`config.mk`:
```
export PLATFORM = sky130hd
export DESIGN_NAME = cbfd_root
export DESIGN_NICKNAME = d
export VERILOG_FILES = /design/src/hw/rtl/cubic_bezier_forward_diff_raster_assert.svh /design/src/hw/rtl/cbfd_pkg.sv /design/src/hw/rtl/cbfd_root.sv
export SDC_FILE = /design/constraint.sdc
export NUM_CORES = 1
export LEC_CHECK = 0
export BUFFER_PORTS_ARGS = -buffer_cell sky130_fd_sc_hd__buf_2
export CAP_MARGIN = 40
export CORE_MARGIN = 5
export CORE_UTILIZATION = 50
export CTS_BUF_LIST = sky130_fd_sc_hd__clkbuf_8 sky130_fd_sc_hd__clkbuf_16
export DETAILED_ROUTE_END_ITERATION = 8
export GPL_ROUTABILITY_DRIVEN = 0
export PLACE_DENSITY = 0.8
export SETUP_SLACK_MARGIN = 0.5
export SLEW_MARGIN = 20
export SYNTH_ARGS = -nofsm -noshare
export SYNTH_HDL_FRONTEND = slang
export SYNTH_SLANG_ARGS = --single-unit
```
`constraint.sdc`:
```
create_clock -name aclk -period 6.35 [get_ports aclk]
set_clock_uncertainty 0.1 [all_clocks]
set_input_delay 1.27 -clock aclk [delete_from_list [all_inputs] [get_ports aclk]]
set_output_delay 1.27 -clock aclk [all_outputs]
set_load 0.03 [all_outputs]
```
`src/hw/rtl/cubic_bezier_forward_diff_raster_assert.svh`:
```
// ----------------------------------------------------------------------------
// cubic bezier raster assertion macros
// shorthand for clocked checks on aclk, disabled while aresetn is low
// ----------------------------------------------------------------------------
`ifndef CUBIC_BEZIER_FORWARD_DIFF_RASTER_ASSERT_SVH
`define CUBIC_BEZIER_FORWARD_DIFF_RASTER_ASSERT_SVH

// same-cycle implication
`define CBFD_ASSERT_NOW(label, ante, cons) \
    label: assert property (@(posedge aclk) disable iff (!aresetn) (ante) |-> (cons)) \
        else $error("cbfd check failed");

// next-cycle implication
`define CBFD_ASSERT_NEXT(label, ante, cons) \
    label: assert property (@(posedge aclk) disable iff (!aresetn) (ante) |=> (cons)) \
        else $error("cbfd check failed");

`endif

```
`src/hw/rtl/cbfd_pkg.sv`:
```
// ----------------------------------------------------------------------------
// cbfd_pkg
// shared widths and constants of the cubic bezier forward difference raster
// ----------------------------------------------------------------------------
`default_nettype none

package cbfd_pkg;

    localparam int MAX_STEPS  = 64;
    localparam int COORD_BITS = 12;
    localparam int FRAC_BITS  = 16;

    // differences and step size carry this many fraction bits
    localparam int Q_FRAC = 32;

    // square root: one result bit per cycle
    localparam int SQ_W       = 2 * COORD_BITS + 1;
    localparam int ROOT_STEPS = COORD_BITS + FRAC_BITS + 1;
    localparam int ROOT_W     = ROOT_STEPS;
    localparam int PAIR_W     = 2 * (COORD_BITS + 1);
    localparam int REM_W      = ROOT_W + 3;
    localparam int RCNT_W     = $clog2(ROOT_STEPS);

    // perimeter sum and clamped factor
    localparam int FACT_W  = ROOT_W + 2;
    localparam int STEP_W  = $clog2(MAX_STEPS);
    localparam int CLAMP_W = FRAC_BITS + STEP_W;
    localparam logic [CLAMP_W-1:0] FACT_CAP = CLAMP_W'(MAX_STEPS - 1) << FRAC_BITS;
    localparam logic [CLAMP_W-1:0] FACT_ONE = CLAMP_W'(1) << FRAC_BITS;

    // step size division
    localparam int NUM_W  = Q_FRAC + FRAC_BITS + 1;
    localparam int DLT_W  = Q_FRAC + 1;
    localparam int DCNT_W = $clog2(NUM_W);

    // shared multiplier: signed a operand, unsigned b operand
    localparam int LO_W   = 16;
    localparam int MA_W   = (COORD_BITS + 4 > DLT_W - LO_W + 1) ?
                            COORD_BITS + 4 : DLT_W - LO_W + 1;
    localparam int PROD_W = MA_W + DLT_W + 1;
    localparam int RND_W  = PROD_W + LO_W + 1;

    // walk registers
    localparam int D_W = 64;

    localparam int IN_TDATA_W  = ((8 * COORD_BITS + 7) / 8) * 8;
    localparam int OUT_TDATA_W = ((2 * COORD_BITS + 7) / 8) * 8;

endpackage

`default_nettype wire

```
`src/hw/rtl/cbfd_root.sv`:
```
// ----------------------------------------------------------------------------
// cbfd_root
// digit-by-digit square root, floor(sqrt(radicand) * 2^FRAC_BITS), one bit a cycle
// ----------------------------------------------------------------------------
`default_nettype none

module cbfd_root (
    input  wire logic                          aclk,
    input  wire logic                          aresetn,
    input  wire logic                          start,
    input  wire logic [cbfd_pkg::SQ_W-1:0]     radicand,
    output logic      [cbfd_pkg::ROOT_W-1:0]   root,
    output logic                               done
);

    logic                              busy_reg;
    logic                              done_reg;
    logic [cbfd_pkg::RCNT_W-1:0]       cnt_reg;
    logic [cbfd_pkg::PAIR_W-1:0]       pair_reg;
    logic [cbfd_pkg::REM_W-1:0]        rem_reg;
    logic [cbfd_pkg::ROOT_W-1:0]       q_reg;

    logic                              int_part;
    logic [1:0]                        pair;
    logic [cbfd_pkg::REM_W-1:0]        rs;
    logic [cbfd_pkg::REM_W-1:0]        trial;
    logic                              ge;

    always_comb begin
        // only the integer digits carry radicand bits, fraction digits bring zeros
        int_part = (cnt_reg >= cbfd_pkg::RCNT_W'(cbfd_pkg::FRAC_BITS));
        pair     = int_part ? pair_reg[cbfd_pkg::PAIR_W-1 -: 2] : 2'b00;
        rs       = {rem_reg[cbfd_pkg::REM_W-3:0], pair};
        trial    = cbfd_pkg::REM_W'({q_reg, 2'b01});
        ge       = (rs >= trial);
    end

    always_ff @(posedge aclk) begin
        if (!aresetn) begin
            busy_reg <= 1'b0;
            done_reg <= 1'b0;
        end else begin
            done_reg <= 1'b0;
            if (start) begin
                busy_reg <= 1'b1;
                cnt_reg  <= cbfd_pkg::RCNT_W'(cbfd_pkg::ROOT_STEPS - 1);
                pair_reg <= cbfd_pkg::PAIR_W'(radicand);
                rem_reg  <= '0;
                q_reg    <= '0;
            end else if (busy_reg) begin
                rem_reg <= ge ? (rs - trial) : rs;
                q_reg   <= {q_reg[cbfd_pkg::ROOT_W-2:0], ge};
                if (int_part) begin
                    pair_reg <= pair_reg << 2;
                end
                cnt_reg <= cnt_reg - 1'b1;
                if (cnt_reg == '0) begin
                    busy_reg <= 1'b0;
                    done_reg <= 1'b1;
                end
            end
        end
    end

    assign root = q_reg;
    assign done = done_reg;

endmodule

`default_nettype wire

```
==> Word-level counts from Yosys, hierarchy flattened <==
Cells that the tools add are included.
{ "word_totals": {"register_bits": 92, "input_bits": 28, "out_inout_bits": 30, "elab_cells": 31} }
{ "op_classes": {"n_addsub": 2, "order_cmp": 2, "muxes": 12, "bitwise_logic": 2, "reduce_logical": 6} }
{ "op_table": {"columns": ["cell", "count"], "rows": [
  ["$mux 30", 2],
  ["$mux 26", 2],
  ["$ge 32x31->1", 1],
  ["$sub 30x30->30", 1],
  ["$mux 29", 1],
  ["$mux 25", 1],
  ["$ge 5x5->1 const B", 1],
  ["$logic_not 5->1", 1],
  ["$mux 5", 1],
  ["$sub 5x1->5 const B", 1],
  ["$mux 1", 4],
  ["$reduce_bool 2->1", 2],
  ["$reduce_and 3->1", 1],
  ["$reduce_or 3->1", 1],
  ["$mux 2", 1],
  ["$not 1->1", 2],
  ["$reduce_and 2->1", 1]
]} }

==> Longest topological paths before layout <==
{ "logic_depth": {"depth_word": 5, "depth_mapped": 14, "mapped_depth_nobuf": 11} }

==> Worst setup path after synthesis <==
OpenSTA, ideal clock, no wires.
{ "synth_timing": {"path_kind": "input port to flip-flop", "start": "in start", "end": "reg pair_reg[0] (netlist bit), enable pin", "setup_time_ps": 409, "arrival_ps": 3213, "t_required_ps": 5841, "setup_slack_ps": 2628, "path_stages": 5, "n_path_buf": 3, "cell_sequence": "clkbuf_1 -> buf_1 -> clkbuf_1 -> nor2_1 -> nor2_1"} }
{ "synth_between": {"elab_chain_len": 2, "word_cells_on_any_way": 3, "classes_between": "reduce/logical (3)"} }
{ "synth_lines": {"columns": ["element", "line_no", "rtl"], "rows": [
  ["from (decl)", "cbfd_root.sv:10", "input wire logic start,"],
  ["$reduce_bool 2->1 (no line)", null, null],
  ["$reduce_and 3->1 (no line) *", null, null],
  ["to (signal assigned)", "cbfd_root.sv:47", "pair_reg <= cbfd_pkg::PAIR_W'(radicand);"],
  ["to (signal assigned)", "cbfd_root.sv:54", "pair_reg <= pair_reg << 2;"],
  ["to (decl)", "cbfd_root.sv:19", "logic [cbfd_pkg::PAIR_W-1:0] pair_reg;"]
]} }
Every way passes the cells marked *; elsewhere a longest branch is shown, timed or not.
A chain may end at the register's enable or synchronous reset.

==> Worst setup path in the final report <==
{ "layout_timing": {"start": "reg q_reg (netlist bit root[1])", "end": "reg rem_reg[9] (netlist bit) (data pin)"} }
{ "layout_between": {"elab_chain_len": 3, "word_cells_on_any_way": 4, "classes_between": "add/sub (1); order compare (1); mux (2)"} }
{ "layout_lines": {"columns": ["element", "line_no", "rtl"], "rows": [
  ["from (decl)", "cbfd_root.sv:21", "logic [cbfd_pkg::ROOT_W-1:0] q_reg;"],
  ["from (signal assigned)", "cbfd_root.sv:52", "q_reg <= {q_reg[cbfd_pkg::ROOT_W-2:0], ge};"],
  ["$sub 30x30->30 or $ge 32x31->1 (tied branches)", "cbfd_root.sv:51, cbfd_root.sv:35", null],
  ["$mux 30 *", "cbfd_root.sv:51", "rem_reg <= ge ? (rs - trial) : rs;"],
  ["$mux 30 *", "cbfd_root.sv:50", "end else if (busy_reg) begin"],
  ["to (signal assigned)", "cbfd_root.sv:51", null],
  ["to (decl)", "cbfd_root.sv:20", "logic [cbfd_pkg::REM_W-1:0] rem_reg;"]
]} }
Every way passes the cells marked *; elsewhere a longest branch is shown, timed or not. The select of a mux whose other input is x is not followed.

==> impl_metrics.json <==
{
  "placedCellCount": 679,
  "viasPerCell": 5.60,
  "synth_nets": 557,
  "remaining_drc_errors": 0,
  "yosysMostFrequentCell": "edfxtp_1",
  "clk-insertion-delay-late_ps": 370,
  "wl_um": 10900,
  "die_x_um": 114,
  "start_kind": "register",
  "fillers": 959,
  "drt-initial-drc-count": 301,
  "critical_path_class": "register to register",
  "grt_pass1_vias": 3862,
  "final_util": 0.570,
  "crit_arrival_ps": 3600,
  "post_layout_nonfiller_instances": 697,
  "fin_crit_sh": 0.567,
  "yosysWarnings": 0,
  "synth_seq_cells": 92,
  "power_density_nw_per_um2": 275,
  "synthCells": 497,
  "leakage_nw": 2.57,
  "synthDistinctLibCells": 54,
  "grt_pass1_wl_um": 18200,
  "cts_resized": 0,
  "drtAntennaViolNets": 0,
  "multiInputGateArea_um2": 2470,
  "antenna_found_initial": 0,
  "fmax_mhz": 278,
  "clock_path_buffers": 2,
  "synthesis.area_um2": 5460,
  "nNetsFinal": 612,
  "io_buffers": 57,
  "r2r_slack_ps": 2750,
  "irDropWorstVdd_mv": 0.135,
  "cts_root_buf": "clkbuf_8",
  "dieArea_um2": 13100,
  "synth_edf_count": 90,
  "synthTopCellsByCount": "edfxtp_1, nor2_1, inv_1, ha_1",
  "postCtsHoldBufs": 0,
  "cts_tree": "done",
  "min_period_ps": 3600,
  "start_util": 0.508,
  "vias": 3905,
  "cts_sinks": 92,
  "setup_viol": 0,
  "rsz0062_at_grt": "no",
  "grt_max_degree": 65,
  "die_y_um": 114,
  "htree_levels": 3,
  "cts-buffers-inserted": 9,
  "ys_async_sr_fraction": 0,
  "slew_headroom": 0.522,
  "yosys.area.top_type": "edfxtp_1",
  "track_usage": 0.173,
  "status": "complete, no violations",
  "synth_area_leaders": "edfxtp_1, ha_1, nor2_1",
  "finalHoldViolations": 0,
  "hpwl_um": 7730,
  "antenna_cells": 0,
  "required_ps": 6350,
  "hold_depth": 1,
  "reg2reg_depth": 12,
  "worst_pin_slew_ps": 716,
  "synth_seq_area_share": 0.503,
  "worstHoldPathType": "register to register",
  "coreArea_um2": 10700,
  "largest_reg_flops": 30,
  "num_rows": 38,
  "drive_above_1_share": 0.192,
  "yosys_most_used_dff": "edfxtp_1",
  "synth_top_area_frac": 0.495,
  "crit_path_end_kind": "register",
  "boundaryPins": 58,
  "post-cts-setup-buffer-count": 0,
  "cts.clk_slew.worst_paths_ps": 90,
  "seq_area_um2": 2740,
  "cap_violations": 0,
  "grt_overflow": 0,
  "drv_slew": 0,
  "wl_per_cell_um": 15.7,
  "syn_to_final_growth_pct": 12.3,
  "drtPass1Iterations": 7,
  "syn_avg_cell_area_um2": 11.0,
  "tns_ps": 0,
  "crit_path_max_fanout": 26
}
layout by cell type (no fill, tap or decap), types with 3 or more instances in the layout:
cell / synthesis / layout
edfxtp_1: 90 / 90
nor2_1: 77 / 76
buf_2: 1 / 57
inv_1: 41 / 41
ha_1: 32 / 32
mux2i_1: 25 / 25
xnor2_1: 25 / 25
mux2_2: 24 / 24
a21oi_1: 23 / 23
nand2_1: 15 / 15
o21ai_0: 14 / 14
a21o_1: 14 / 14
nand3_1: 9 / 9
o21bai_1: 9 / 9
clkbuf_8: 0 / 9
a31oi_1: 6 / 6
nand2b_1: 6 / 6
nor2b_1: 5 / 5
nor3_1: 5 / 5
and3_1: 4 / 4
nand4_1: 4 / 4
and2_1: 4 / 4
clkinvlp_4: 0 / 4
o21a_1: 3 / 3
xor2_1: 3 / 3
o211ai_1: 3 / 3
buf_4: 0 / 3
worst max-delay path: stages (launching register included):
cell and delay [ps]:
edfxtp_1 410, inv_1 100, ha_1 360, o21a_1 160, o31ai_1 120, a21oi_1 270
a41oi_1 180, nor4bb_1 180, or2_1 310, a21oi_4 330, buf_4 450, mux2i_1 270
nor2_1 80
per-stage QoR:
step	hold WS (ps)	power (W)	worst slack (ps)	cell area, um^2
floorplan	347	0.00116	2630	5460
global placement	365	0.00123	2570	5850
detailed placement	370	0.00125	2700	5860
CTS	386	0.00169	2750	6080
global route	421	0.00177	2550	6130
finish	387	0.00169	2750	6130
cells by family (layout without fill, tap and decap cells):
kind of cell    after synthesis  after routing  synth area share
mux                          49             49            0.0954
compound gates               96             96             0.119
fa+ha+maj                    32             32            0.0734
xor+xnor                     28             28            0.0449
buf+inv                      60            120            0.0456
simple gates                140            140             0.119
flops                        92             92             0.503
metal layers:
layer / global-route usage / wire length, um / part of all wire / vias to the layer above
met5: 0 / 0 / 0 / -
met4: 0.0641 / 225 / 0.021 / 0
met3: 0.0386 / 586 / 0.054 / 20
met2: 0.281 / 5230 / 0.48 / 108
met1: 0.227 / 4890 / 0.45 / 1876
li1: - / - / - / 1901
layout make-up:
type / instances / area share
clock inverter: 7 / 0.0153
sequential: 92 / 0.448
tap: 140 / 0.0286
clock buffer: 9 / 0.0202
multi-input combinational: 345 / 0.403
timing repair buffer: 63 / 0.0604
inverter: 41 / 0.0251
report_power, final:
| part | switching (W) | internal, W | total (W) |
|---|---|---|---|
| sequential | 0.0000234 | 0.000731 | 0.000755 |
| combinational | 0.000280 | 0.000210 | 0.000491 |
| clock | 0.000221 | 0.000220 | 0.000441 |
path summary, 6_finish.rpt:
| kind | start | to |
|---|---|---|
| hold reg to reg | busy_reg$_SDFF_PN0_ | done$_SDFF_PP0_ |
| hold / removal | busy_reg$_SDFF_PN0_ | done$_SDFF_PP0_ |
| setup / recovery | root[1]$_SDFFCE_PP0P_ | rem_reg[9]$_SDFFCE_PP0P_ |
| setup reg to reg | root[1]$_SDFFCE_PP0P_ | rem_reg[9]$_SDFFCE_PP0P_ |
No activity file was read; power rests on OpenSTA's default activity.
