--- src/hw/rtl/cubic_bezier_forward_diff_raster_assert.svh ---
// ----------------------------------------------------------------------------
// cubic bezier raster assertion macros
// shorthand for clocked checks on aclk, disabled while aresetn is low
// ----------------------------------------------------------------------------
`ifndef CUBIC_BEZIER_FORWARD_DIFF_RASTER_ASSERT_SVH
`define CUBIC_BEZIER_FORWARD_DIFF_RASTER_ASSERT_SVH

// same-cycle implication
`define CBFD_ASSERT_NOW(label, ante, cons) \
    label: assert property (@(posedge aclk) disable iff (!aresetn) (ante) |-> (cons)) \
        else $error("cbfd check failed");

// next-cycle implication
`define CBFD_ASSERT_NEXT(label, ante, cons) \
    label: assert property (@(posedge aclk) disable iff (!aresetn) (ante) |=> (cons)) \
        else $error("cbfd check failed");

`endif

--- src/hw/rtl/cbfd_pkg.sv ---
// ----------------------------------------------------------------------------
// cbfd_pkg
// shared widths and constants of the cubic bezier forward difference raster
// ----------------------------------------------------------------------------
`default_nettype none

package cbfd_pkg;

    localparam int MAX_STEPS  = 64;
    localparam int COORD_BITS = 12;
    localparam int FRAC_BITS  = 16;

    // differences and step size carry this many fraction bits
    localparam int Q_FRAC = 32;

    // square root: one result bit per cycle
    localparam int SQ_W       = 2 * COORD_BITS + 1;
    localparam int ROOT_STEPS = COORD_BITS + FRAC_BITS + 1;
    localparam int ROOT_W     = ROOT_STEPS;
    localparam int PAIR_W     = 2 * (COORD_BITS + 1);
    localparam int REM_W      = ROOT_W + 3;
    localparam int RCNT_W     = $clog2(ROOT_STEPS);

    // perimeter sum and clamped factor
    localparam int FACT_W  = ROOT_W + 2;
    localparam int STEP_W  = $clog2(MAX_STEPS);
    localparam int CLAMP_W = FRAC_BITS + STEP_W;
    localparam logic [CLAMP_W-1:0] FACT_CAP = CLAMP_W'(MAX_STEPS - 1) << FRAC_BITS;
    localparam logic [CLAMP_W-1:0] FACT_ONE = CLAMP_W'(1) << FRAC_BITS;

    // step size division
    localparam int NUM_W  = Q_FRAC + FRAC_BITS + 1;
    localparam int DLT_W  = Q_FRAC + 1;
    localparam int DCNT_W = $clog2(NUM_W);

    // shared multiplier: signed a operand, unsigned b operand
    localparam int LO_W   = 16;
    localparam int MA_W   = (COORD_BITS + 4 > DLT_W - LO_W + 1) ?
                            COORD_BITS + 4 : DLT_W - LO_W + 1;
    localparam int PROD_W = MA_W + DLT_W + 1;
    localparam int RND_W  = PROD_W + LO_W + 1;

    // walk registers
    localparam int D_W = 64;

    localparam int IN_TDATA_W  = ((8 * COORD_BITS + 7) / 8) * 8;
    localparam int OUT_TDATA_W = ((2 * COORD_BITS + 7) / 8) * 8;

endpackage

`default_nettype wire

--- src/hw/rtl/cbfd_div.sv ---
// ----------------------------------------------------------------------------
// cbfd_div
// restoring divider, step size = round(2^(32+FRAC_BITS) / divisor), one bit a cycle
// ----------------------------------------------------------------------------
`default_nettype none

module cbfd_div (
    input  wire logic                          aclk,
    input  wire logic                          aresetn,
    input  wire logic                          start,
    input  wire logic [cbfd_pkg::CLAMP_W-1:0]  divisor,
    output logic      [cbfd_pkg::DLT_W-1:0]    quotient,
    output logic                               done
);

    logic                              busy_reg;
    logic                              done_reg;
    logic [cbfd_pkg::DCNT_W-1:0]       cnt_reg;
    logic [cbfd_pkg::NUM_W-1:0]        num_reg;
    logic [cbfd_pkg::CLAMP_W-1:0]      dvs_reg;
    logic [cbfd_pkg::CLAMP_W-1:0]      rem_reg;
    logic [cbfd_pkg::DLT_W-1:0]        q_reg;

    logic [cbfd_pkg::CLAMP_W:0]        rs;
    logic [cbfd_pkg::CLAMP_W:0]        diff;
    logic                              ge;

    always_comb begin
        rs   = {rem_reg, num_reg[cbfd_pkg::NUM_W-1]};
        ge   = (rs >= {1'b0, dvs_reg});
        diff = rs - {1'b0, dvs_reg};
    end

    always_ff @(posedge aclk) begin
        if (!aresetn) begin
            busy_reg <= 1'b0;
            done_reg <= 1'b0;
        end else begin
            done_reg <= 1'b0;
            if (start) begin
                busy_reg <= 1'b1;
                cnt_reg  <= cbfd_pkg::DCNT_W'(cbfd_pkg::NUM_W - 1);
                // half the divisor added to the numerator rounds half up
                num_reg  <= (cbfd_pkg::NUM_W'(1) << (cbfd_pkg::NUM_W - 1))
                          | cbfd_pkg::NUM_W'(divisor >> 1);
                dvs_reg  <= divisor;
                rem_reg  <= '0;
                q_reg    <= '0;
            end else if (busy_reg) begin
                rem_reg <= ge ? diff[cbfd_pkg::CLAMP_W-1:0] : rs[cbfd_pkg::CLAMP_W-1:0];
                q_reg   <= {q_reg[cbfd_pkg::DLT_W-2:0], ge};
                num_reg <= num_reg << 1;
                cnt_reg <= cnt_reg - 1'b1;
                if (cnt_reg == '0) begin
                    busy_reg <= 1'b0;
                    done_reg <= 1'b1;
                end
            end
        end
    end

    assign quotient = q_reg;
    assign done     = done_reg;

endmodule

`default_nettype wire

--- config.mk ---
export PLATFORM = sky130hd
export DESIGN_NAME = cbfd_div
export DESIGN_NICKNAME = d
export VERILOG_FILES = /design/src/hw/rtl/cubic_bezier_forward_diff_raster_assert.svh /design/src/hw/rtl/cbfd_pkg.sv /design/src/hw/rtl/cbfd_div.sv
export SDC_FILE = /design/constraint.sdc
export NUM_CORES = 1
export LEC_CHECK = 0
export ABC_AREA = 1
export BUFFER_PORTS_ARGS = -buffer_cell sky130_fd_sc_hd__buf_2
export CAP_MARGIN = 5
export CORE_MARGIN = 4
export CORE_UTILIZATION = 60
export CTS_BUF_LIST = sky130_fd_sc_hd__clkbuf_4
export CTS_CLUSTER_SIZE = 28
export DETAILED_ROUTE_END_ITERATION = 8
export GPL_ROUTABILITY_DRIVEN = 0
export HOLD_SLACK_MARGIN = 0.08
export PLACE_DENSITY = 0.8
export SLEW_MARGIN = 20
export SYNTH_ARGS = -nofsm -noshare
export SYNTH_HDL_FRONTEND = slang
export SYNTH_SLANG_ARGS = --single-unit
--- constraint.sdc ---
create_clock -name aclk -period 4.5 [get_ports aclk]
set_input_delay 0.45 -clock aclk [delete_from_list [all_inputs] [get_ports aclk]]
set_output_delay 0.45 -clock aclk [all_outputs]
set_load 0.01 [all_outputs]
## After elaboration in Yosys (flattened, before gate mapping)

Index checks and enable logic that the tools add are counted.
W data, S select, Z words.

- Bits in registers: 134
- Bits of input ports: 25
- Output and inout port bits: 34
- Logic and storage cells: 28

- Add/subtract/negate cells: 2
- $lt $le $gt $ge: 1
- Multiplexer cells: 10
- Bitwise logic cells: 2
- Reductions and logical operators: 5

Operators by type and width:

| kind | count |
|---|---|
| $mux W49 | 1 |
| $mux W22 | 2 |
| $mux W33 | 1 |
| $ge A23 B22 Y1 | 1 |
| $sub A22 B22 Y22 | 1 |
| $mux W21 | 1 |
| $logic_not A6 Y1 | 1 |
| $mux W6 | 1 |
| $sub A6 B1 Y6 const B | 1 |
| $mux W1 | 4 |
| $reduce_and A2 Y1 | 2 |
| $reduce_or A3 Y1 | 1 |
| $not A1 Y1 | 2 |
| $reduce_bool A2 Y1 | 1 |

## Logic depth before layout (Yosys ltp)

Gate-level depths: netlist of the first run.

- Depth after elaboration: 4
- Mapped depth: 15
- Gate-level depth less buffers: 14

## Worst setup path after synthesis of the first run

Ideal clock, no wire load.

- Kind: input to register
- Start: input start
- End: register cnt_reg[0] (netlist bit), enable pin
- Setup time: 473 ps
- Data arrival time: 3129 ps
- Required time: 4027 ps
- Path slack: 898 ps
- Stages: 3
- Buffers on the path: 1
- Path through: clkbuf_1 -> nand2_1 -> nand2_1

- Longest elaborated chain between the ends: 2

RTL lines:

| item | RTL line | text |
|---|---|---|
| start, declared | cbfd_div.sv:10 | `input wire logic start,` |
| $reduce_bool A2 Y1 (no line) | -- |  |
| $reduce_and A2 Y1 (no line) | -- |  |
| end signal, assigned | cbfd_div.sv:42 | `cnt_reg <= cbfd_pkg::DCNT_W'(cbfd_pkg::NUM_W - 1);` |
| end signal, assigned | cbfd_div.sv:53 | `cnt_reg <= cnt_reg - 1'b1;` |
| end, declared | cbfd_div.sv:18 | `logic [cbfd_pkg::DCNT_W-1:0] cnt_reg;` |

Every way passes these cells.
A chain may end at the register's enable or synchronous reset.

## Final worst setup path of the first run

- Start: register rem_reg[6] (netlist bit)
- End: register rem_reg[12] (netlist bit) (data pin)

- Longest elaborated chain between the ends: 3
- Elaborated cells on any way between the ends: 4
- Classes of those cells: add/sub (1); order compare (1); mux (2)

RTL lines:

| item | RTL line | text |
|---|---|---|
| start, declared | cbfd_div.sv:21 | `logic [cbfd_pkg::CLAMP_W-1:0] rem_reg;` |
| start signal, assigned | cbfd_div.sv:50 | `rem_reg <= ge ? diff[cbfd_pkg::CLAMP_W-1:0] : rs[cbfd_pkg::CLAMP_W-1:0];` |
| $sub A22 B22 Y22 / $ge A23 B22 Y1 (equally long branches) | cbfd_div.sv:31, cbfd_div.sv:30 |  |
| $mux W22 * | cbfd_div.sv:50 |  |
| $mux W22 * | cbfd_div.sv:49 | `end else if (busy_reg) begin` |

Mark *: on every way between the ends. The rest lies on a longest branch, timed or not. The select of a mux whose other input is x is not followed.

==> impl_metrics.env, run 1 <==
export IMPL_rsz0062_at_grt="no"
export IMPL_dp_slack_ps=1980
export IMPL_cts_buffers=17
export IMPL_max_stage_delay_ps=470
export IMPL_chipWidth_microns=115
export IMPL_detail_route_antenna_nets=0
export IMPL_drive_gt1_share_pct=12.7
export IMPL_worstMarginPinSlew_ps=902
export IMPL_grt_pass1_wl_microns=22500
export IMPL_relSlewSlack_pct=39.8
export IMPL_drv_cap=0
export IMPL_dieHeight_microns=115
export IMPL_crit_family="simple AND/OR/NAND/NOR gates"
export IMPL_grt_max_degree=89
export IMPL_crit_path_max_fanout=14
export IMPL_synth_area_leader_cell="edfxtp_1"
export IMPL_via_per_inst=5.11
export IMPL_htreeDepth=4
export IMPL_path_buf_inv=1
export IMPL_num_fill_cells=829
export IMPL_wl_microns=13400
export IMPL_overflow=0
export IMPL_hold_class="primary input to flip-flop"
export IMPL_syn_avg_cell_area_sq_um=8.93
export IMPL_yosysWarnings=0
export IMPL_fin_area_sq_um=7690
export IMPL_status="completed"
export IMPL_clock_skew_ps=24.3
export IMPL_drt_iter0_markers=359
export IMPL_ir_drop_mv=0.275
export IMPL_required_ps=4770
export IMPL_seqCellArea_sq_um=4000
export IMPL_final_hold_viol_count=0
export IMPL_grtUsageTotal_pct=21.6
export IMPL_drt_drc_violations_left=0
export IMPL_cts_resized=0
export IMPL_vias=5122
export IMPL_setup_viol=0
export IMPL_syn_nets=821
export IMPL_clk_pin_slew_ps=120
export IMPL_fin_setup_tns_ps=0
export IMPL_p_sw_mw=0.971
export IMPL_clkLatencyLatePin_ps=530
export IMPL_die_area_sq_um=13300
export IMPL_cp_slowest_cell="edfxtp_1"
export IMPL_yosys_top_cells_area="edfxtp_1, nand2_1, inv_1, nor2_1, ha_1"
export IMPL_combPwrFrac_pct=23.9
export IMPL_setup_ws_ps=1900
export IMPL_drv_slew=0
export IMPL_syn_to_final_growth_pct=11.6
export IMPL_finalHoldWorstSlack_ps=132
export IMPL_pwr_share_clk_pct=23.1
export IMPL_crit_type="flip-flop to flip-flop"
export IMPL_cts_sinks=134
export IMPL_synth_cells=771
export IMPL_synth_seq_cells=134
export IMPL_seqPwrFrac_pct=53.0
export IMPL_synth_top_area_share_pct=57.6
export IMPL_fin_util_pct=69.7
export IMPL_antenna_found_initial=0
export IMPL_cts_root_buffer="clkbuf_4"
export IMPL_nets=900
export IMPL_yosysUniqueCellTypes=33
export IMPL_fp_coreArea_sq_um=11000
export IMPL_syn_area_sq_um=6890
export IMPL_stdcell_count=1003
export IMPL_leakagePower_nw=3.72
export IMPL_multi_input_area_sq_um=2200
export IMPL_fin_crit_ps=2600
export IMPL_power_total_mw=2.96
export IMPL_diodes=0
export IMPL_arrival_ps=2870
export IMPL_hpwl_microns=9580
export IMPL_wire_per_inst_microns=13.4
export IMPL_grt_pass1_vias=4972
export IMPL_intPower_mw=1.99
export IMPL_first_pass_iters=5
export IMPL_fmax_mhz=384
export IMPL_finalCritPeriodShare_pct=57.8
export IMPL_cts_tree="built"
export IMPL_rows=38
export IMPL_largest_register_ffs=49
export IMPL_ys_seq_area_share_pct=58.1
export IMPL_power_density_nw_per_um2=385
export IMPL_dp_cells=956
export IMPL_cp_cell_sequence="ha_1 > nand2_1 > nor2_1 > nand2_1 > nor2_1 > nand2_1 > nand4_2 > inv_1 > a21oi_1 > nor2_1"
export IMPL_endpoint_kind="flip-flop"
export IMPL_clockBufferDepth=2
export IMPL_portBuffers=58
export IMPL_postPlaceCellArea_sq_um=7300
export IMPL_startpoint_type="flip-flop"
export IMPL_num_io_pins=59
export IMPL_switching_share_pct=32.8
export IMPL_initial_core_util_pct=62.4
-- power by group through the flow --
stage          Clock [mW]  Sequential, mW  Combinational (mW)
3_5_place_dp            0            1.59               0.688
3_3_place_gp            0            1.59               0.665
2_1_floorplan           0            1.60               0.517
5_1_grt             0.766            1.58               0.807
6_report            0.682            1.57               0.708
4_1_cts             0.696            1.57               0.701
-- synth_stat cells (all sizes together) --
master	n
a21oi	17
buf	7
clkbuf	11
clkinv	1
dfxtp	2
edfxtp	132
fa	1
ha	24
inv	155
nand2	213
nand3	28
nand3b	1
nand4	7
nor2	133
nor3	3
nor4	1
o21a	1
o21ai	17
o21bai	3
or2	3
xnor2	1
xor2	10
-- path summary, 6_finish.rpt --
path | from | endpoint | slack (ps) | cells past startpoint
worst min register to register | num_reg[10] | num_reg[11] | 520 | 2
worst max-delay path | rem_reg[6] | rem_reg[12] | 1900 | 10
worst max register to register | rem_reg[6] | rem_reg[12] | 1900 | 10
worst min-delay path | divisor[15] | dvs_reg[15] | 130 | 1
-- per-layer routing --
layer	GRT usage (%)	share of wire, %	up-vias
met4	7.82	2.3	0
met5	0	0	-
met2	36.3	50	151
li1	-	-	2560
met3	5.68	5.1	31
met1	27.2	43	2380
-- what timing repair did --
action / in CTS / in global routing
hold buffers: 11 / 4
buffers inserted: 0 / 0
endpoints found under the hold margin: 11 / 4
-- logic make-up (layout without fill, tap and decap cells) --
group | Yosys count | in the layout | share of synthesized area, %
simple gates | 389 | 389 | 22.9
buf+inv | 174 | 266 | 9.96
flops | 134 | 134 | 58.1
compound gates | 38 | 38 | 2.96
fa+ha+maj | 25 | 25 | 4.65
xor+xnor | 11 | 11 | 1.40
-- cell usage in the layout (no fill, tap or decap), types with 10 or more instances in the layout --
| cell | Yosys | routed |
|---|---|---|
| clkbuf_4 | 0 | 18 |
| xor2_1 | 10 | 10 |
| o21ai_0 | 14 | 14 |
| buf_2 | 1 | 58 |
| inv_1 | 155 | 155 |
| nand3_1 | 26 | 26 |
| a21oi_1 | 17 | 17 |
| nor2_1 | 130 | 130 |
| ha_1 | 24 | 24 |
| nand2_1 | 208 | 207 |
| dlygate4sd3_1 | 0 | 15 |
| edfxtp_1 | 132 | 132 |
-- area by class of cell --
cell class              count  share of cell area (%)
flip-flops and latches    134                    52.1
multi-input cells         463                    28.7
inverters                 156                    7.62
repair buffers             78                    6.22
well taps                 140                    2.28
clock buffers              18                    1.76
clock inverters            14                    1.35
(Power assumes the default switching activity.)
==> run 2: changes to the inputs <==
Clock period 4.5 ns to 2.7 ns, I/O delays scaled along.
==> run 2 against run 1 <==
Against the previous run: final cell count rose by 1.4%; fmax rose by 9.1%; sequential power rose by 66%; critical path depth rose by 2; global-route usage rose by 1.5 points; first-iteration DRC count rose by 2.5%; clock power rose by 66%; worst setup slack got worse by 1600 ps; final area rose by 1.8%; power rose by 68%; die area did not move; largest cell class unchanged.
==> impl_metrics.env, run 2 (same netlist as run 1, synthesis figures left out) <==
export IMPL_clkLatencyLatePin_ps=530
export IMPL_power_density_nw_per_um2=635
export IMPL_grt_most_used_layer="met2"
export IMPL_fp_coreArea_sq_um=11000
export IMPL_wl_microns=14100
export IMPL_syn_to_final_growth_pct=13.6
export IMPL_cts_buffers=17
export IMPL_arrival_ps=2670
export IMPL_relSlewSlack_pct=35.2
export IMPL_endpoint_kind="flip-flop"
export IMPL_crit_path_max_fanout=12
export IMPL_rsz0062_at_grt="no"
export IMPL_stdcell_count=1017
export IMPL_finalHoldWorstSlack_ps=335
export IMPL_hold_class="primary input to flip-flop"
export IMPL_num_io_pins=59
export IMPL_leakagePower_nw=3.78
export IMPL_via_per_inst=5.11
export IMPL_overflow=0
export IMPL_grtUsageTotal_pct=23.1
export IMPL_use_met3_pct=4.58
export IMPL_portBuffers=58
export IMPL_dp_slack_ps=352
export IMPL_cts_root_buffer="clkbuf_4"
export IMPL_required_ps=2990
export IMPL_final_cell_mix="nand2_1, inv_1, edfxtp_1"
export IMPL_htreeDepth=4
export IMPL_met1_usage_pct=29.2
export IMPL_largest_register_ffs=49
export IMPL_clockBufferDepth=2
export IMPL_fin_crit_ps=2390
export IMPL_finalCritPeriodShare_pct=88.3
export IMPL_vias=5194
export IMPL_cts_tree="built"
export IMPL_clock_skew_ps=15.2
export IMPL_ir_drop_mv=0.478
export IMPL_wire_per_inst_microns=13.9
export IMPL_grt_pass1_vias=5182
export IMPL_antenna_found_initial=0
export IMPL_drt_drc_violations_left=0
export IMPL_drv_slew=0
export IMPL_dieHeight_microns=115
export IMPL_first_pass_iters=6
export IMPL_die_area_sq_um=13300
export IMPL_fin_setup_tns_ps=0
export IMPL_crit_type="flip-flop to flip-flop"
export IMPL_drv_cap=0
export IMPL_dp_cells=962
export IMPL_num_fill_cells=812
export IMPL_nets=914
export IMPL_grt_max_degree=45
export IMPL_layout_commonest_cell="nand2_1"
export IMPL_worstMarginPinSlew_ps=971
export IMPL_final_hold_viol_count=0
export IMPL_setup_ws_ps=315
export IMPL_detail_route_antenna_nets=0
export IMPL_initial_core_util_pct=62.4
export IMPL_drive_gt1_share_pct=13.2
export IMPL_setup_viol=0
export IMPL_status="completed"
export IMPL_cts_sinks=134
export IMPL_fmax_mhz=419
export IMPL_startpoint_type="flip-flop"
export IMPL_chipWidth_microns=115
export IMPL_grt_pass1_wl_microns=24000
export IMPL_clk_pin_slew_ps=130
export IMPL_grtUsageMet2_pct=39.4
export IMPL_cts_resized=0
export IMPL_drt_iter0_markers=368
export IMPL_diodes=0
export IMPL_rows=38
export IMPL_hpwl_microns=9880
run 2: cell count changes in the layout (fill, tap and decap cells not counted), sizes merged:
cell and delta:
clkinvlp +1, clkinv -1, buf +6, dlygate4sd3 +8
run 2: report_power, final:
| group | switching, mW | internal [mW] |
|---|---|---|
| clock network | 0.757 | 0.376 |
| registers | 0.0813 | 2.53 |
| logic | 0.794 | 0.429 |
| total | 1.63 | 3.34 |
run 2: layout make-up:
class / instances / area, sq um / share of cell area [%]
clock inverters: 14 / 103 / 1.31
repair buffers: 92 / 616 / 7.87
flip-flops and latches: 134 / 4000 / 51.2
inverters: 156 / 586 / 7.49
multi-input cells: 463 / 2200 / 28.2
clock buffers: 18 / 135 / 1.73
well taps: 140 / 175 / 2.24
run 2: routing by layer:
metal,up-vias,share of wire (%)
met5,-,0
met4,0,2.0
met3,31,5.8
met2,159,51
met1,2407,41
li1,2597,-
run 2: timing repair:
item                       4_1_cts  5_1_grt
hold endpoints to repair        44        0
hold buffers                    23        0
buffers inserted                 0        0
setup endpoints to repair        0        0
run 2: path summary, 6_finish.rpt:
| path | start | slack [ps] | cells after the start | end |
|---|---|---|---|---|
| min | start | 340 | 4 | num_reg[19] |
| max | rem_reg[12] | 310 | 12 | rem_reg[12] |
| min reg2reg | busy_reg | 530 | 2 | done |
| max reg2reg | rem_reg[12] | 310 | 12 | rem_reg[12] |
run 2: critical path, stage by stage (launching register included):
cell and delay [ps]:
edfxtp_1 430, ha_1 430, nand2_1 160, nor2_2 190
nand2_2 80, nor2_1 100, nand2_1 70, nand4_2 90
buf_4 180, inv_1 70, buf_4 150, a21oi_1 150
nor2_1 60
run 2: stage by stage:
step                area (sq um)  total power [mW]  util [%]
finish                      7820              4.97      70.9
global route                7820              5.29      70.9
CTS                         7820              4.98      70.9
detailed placement          7350              3.83      66.7
global placement            7350              3.78      66.7
floorplan                   6890              3.53         -
==> run 3: changes to the inputs <==
Settings changed: PLACE_DENSITY 0.8 to not set, PLACE_DENSITY_LB_ADDON set to 0.2.
==> run 3 against run 2 <==
Against the previous run: first-iteration DRC count grew 17%; routed wire length fell by 1.3%; non-clock buffer count fell by 2; sequential power is essentially flat; power increased by 3.5%; clock skew rose by 4.2 ps; sequential share of layout area shrank 0.28 points; count of clock-buffer cells in the layout decreased by 1; largest power group unchanged; highest routed layer unchanged.
==> impl_metrics.env, run 3 (same netlist as run 1, synthesis figures left out) <==
export IMPL_clock_skew_ps=19.4
export IMPL_fin_setup_tns_ps=0
export IMPL_num_io_pins=59
export IMPL_initial_core_util_pct=62.4
export IMPL_setup_viol=0
export IMPL_diodes=0
export IMPL_rows=38
export IMPL_fin_area_sq_um=7870
export IMPL_nets=912
export IMPL_fin_util_pct=71.3
export IMPL_wl_microns=13900
export IMPL_final_cell_mix="nand2_1, inv_1, edfxtp_1"
export IMPL_startpoint_type="flip-flop"
export IMPL_required_ps=2970
export IMPL_leakagePower_nw=3.80
export IMPL_cts_tree="built"
export IMPL_clockBufferDepth=2
export IMPL_wire_per_inst_microns=13.7
export IMPL_via_per_inst=5.14
export IMPL_pwr_share_clk_pct=25.8
export IMPL_htreeDepth=4
export IMPL_dp_cells=960
export IMPL_fin_crit_ps=2500
export IMPL_cts_sinks=134
export IMPL_chipWidth_microns=115
export IMPL_switching_share_pct=31.8
export IMPL_seqPwrFrac_pct=50.8
export IMPL_grt_pass1_vias=5167
export IMPL_hold_class="primary input to flip-flop"
export IMPL_clkLatencyLatePin_ps=510
export IMPL_power_density_nw_per_um2=654
export IMPL_die_area_sq_um=13300
export IMPL_max_stage_delay_ps=380
export IMPL_layout_commonest_cell="nand2_1"
export IMPL_cp_slowest_cell="edfxtp_1"
export IMPL_post_cts_buffers=0
export IMPL_p_sw_mw=1.64
export IMPL_ir_drop_mv=0.529
export IMPL_portBuffers=58
export IMPL_overflow=0
export IMPL_dieHeight_microns=115
export IMPL_drive_gt1_share_pct=13.0
export IMPL_detail_route_antenna_nets=0
export IMPL_crit_path_max_fanout=17
export IMPL_finalHoldWorstSlack_ps=152
export IMPL_relSlewSlack_pct=68.6
export IMPL_drt_iter0_markers=431
export IMPL_worstMarginPinSlew_ps=469
export IMPL_grtUsageTotal_pct=22.5
export IMPL_cp_cell_sequence="inv_1 > ha_1 > nand2_1 > inv_1 > a21oi_1 > nand2_2 > nand2_1 > nand4_2 > buf_4 > o21ai_0 > nor2_1"
export IMPL_arrival_ps=2770
export IMPL_combPwrFrac_pct=23.5
export IMPL_antenna_found_initial=0
export IMPL_fp_coreArea_sq_um=11000
export IMPL_drv_slew=0
export IMPL_grt_max_degree=43
export IMPL_fmax_mhz=400
export IMPL_crit_type="flip-flop to flip-flop"
export IMPL_postPlaceCellArea_sq_um=7350
export IMPL_intPower_mw=3.51
export IMPL_grt_pass1_wl_microns=23500
export IMPL_finalCritPeriodShare_pct=92.6
export IMPL_cts_buffers=17
export IMPL_syn_to_final_growth_pct=14.2
export IMPL_cts_root_buffer="clkbuf_4"
export IMPL_drv_cap=0
export IMPL_largest_register_ffs=49
export IMPL_endpoint_kind="flip-flop"
export IMPL_first_pass_iters=7
export IMPL_drt_drc_violations_left=0
export IMPL_hpwl_microns=9720
export IMPL_stdcell_count=1015
export IMPL_clk_pin_slew_ps=120
export IMPL_rsz0062_at_grt="no"
export IMPL_status="completed"
export IMPL_vias=5217
export IMPL_final_hold_viol_count=0
==> run 3: routing by layer <==
metal / routed length (microns) / GRT usage, % / vias up
met3: 902 / 6.00 / 20
met5: 0 / 0 / -
met4: 235 / 7.51 / 0
met2: 6840 / 37.3 / 178
met1: 5940 / 29.0 / 2425
li1: - / - / 2594
==> run 3: worst paths after layout <==
check                  start          to  slack (ps)  cells past startpoint
setup reg to reg  dvs_reg[5]  rem_reg[4]         200                     11
hold / removal         start        done         150                      2
setup / recovery  dvs_reg[5]  rem_reg[4]         200                     11
hold reg to reg     busy_reg        done         520                      2
==> run 3: area by class of cell <==
cell class                 instances  area [sq um]
sequential                       134          4000
fill                             834          3160
multi-input combinational        463          2200
timing repair buffer              90           613
inverter                         156           589
tap                              140           175
clock inverter                    15           153
clock buffer                      17           128
==> run 3: what timing repair did <==
action,in CTS,in global routing
setup endpoints to repair,0,1
hold buffers,23,0
resized for setup,0,1
endpoints found under the hold margin,44,0
==> run 3: metrics by stage <==
step	power, mW	setup WS (ps)
finish	5.14	200
global route	5.47	22.7
CTS	5.14	277
detailed placement	3.82	290
global placement	3.78	350
floorplan	3.53	345
==> run 3: power by group through the flow <==
stage,clock network (mW),logic [mW],registers [mW]
2_1_floorplan,0,0.862,2.66
3_3_place_gp,0,1.13,2.65
3_5_place_dp,0,1.16,2.66
4_1_cts,1.34,1.19,2.61
5_1_grt,1.46,1.37,2.63
6_report,1.32,1.21,2.61
==> run 3: worst max-delay path: cells and delay by family, from the launching register on <==
family | cells | cell delay [ps]
flops | 1 | 380
compound gates | 2 | 430
fa+ha+maj | 1 | 280
simple gates | 5 | 690
buf+inv | 3 | 470
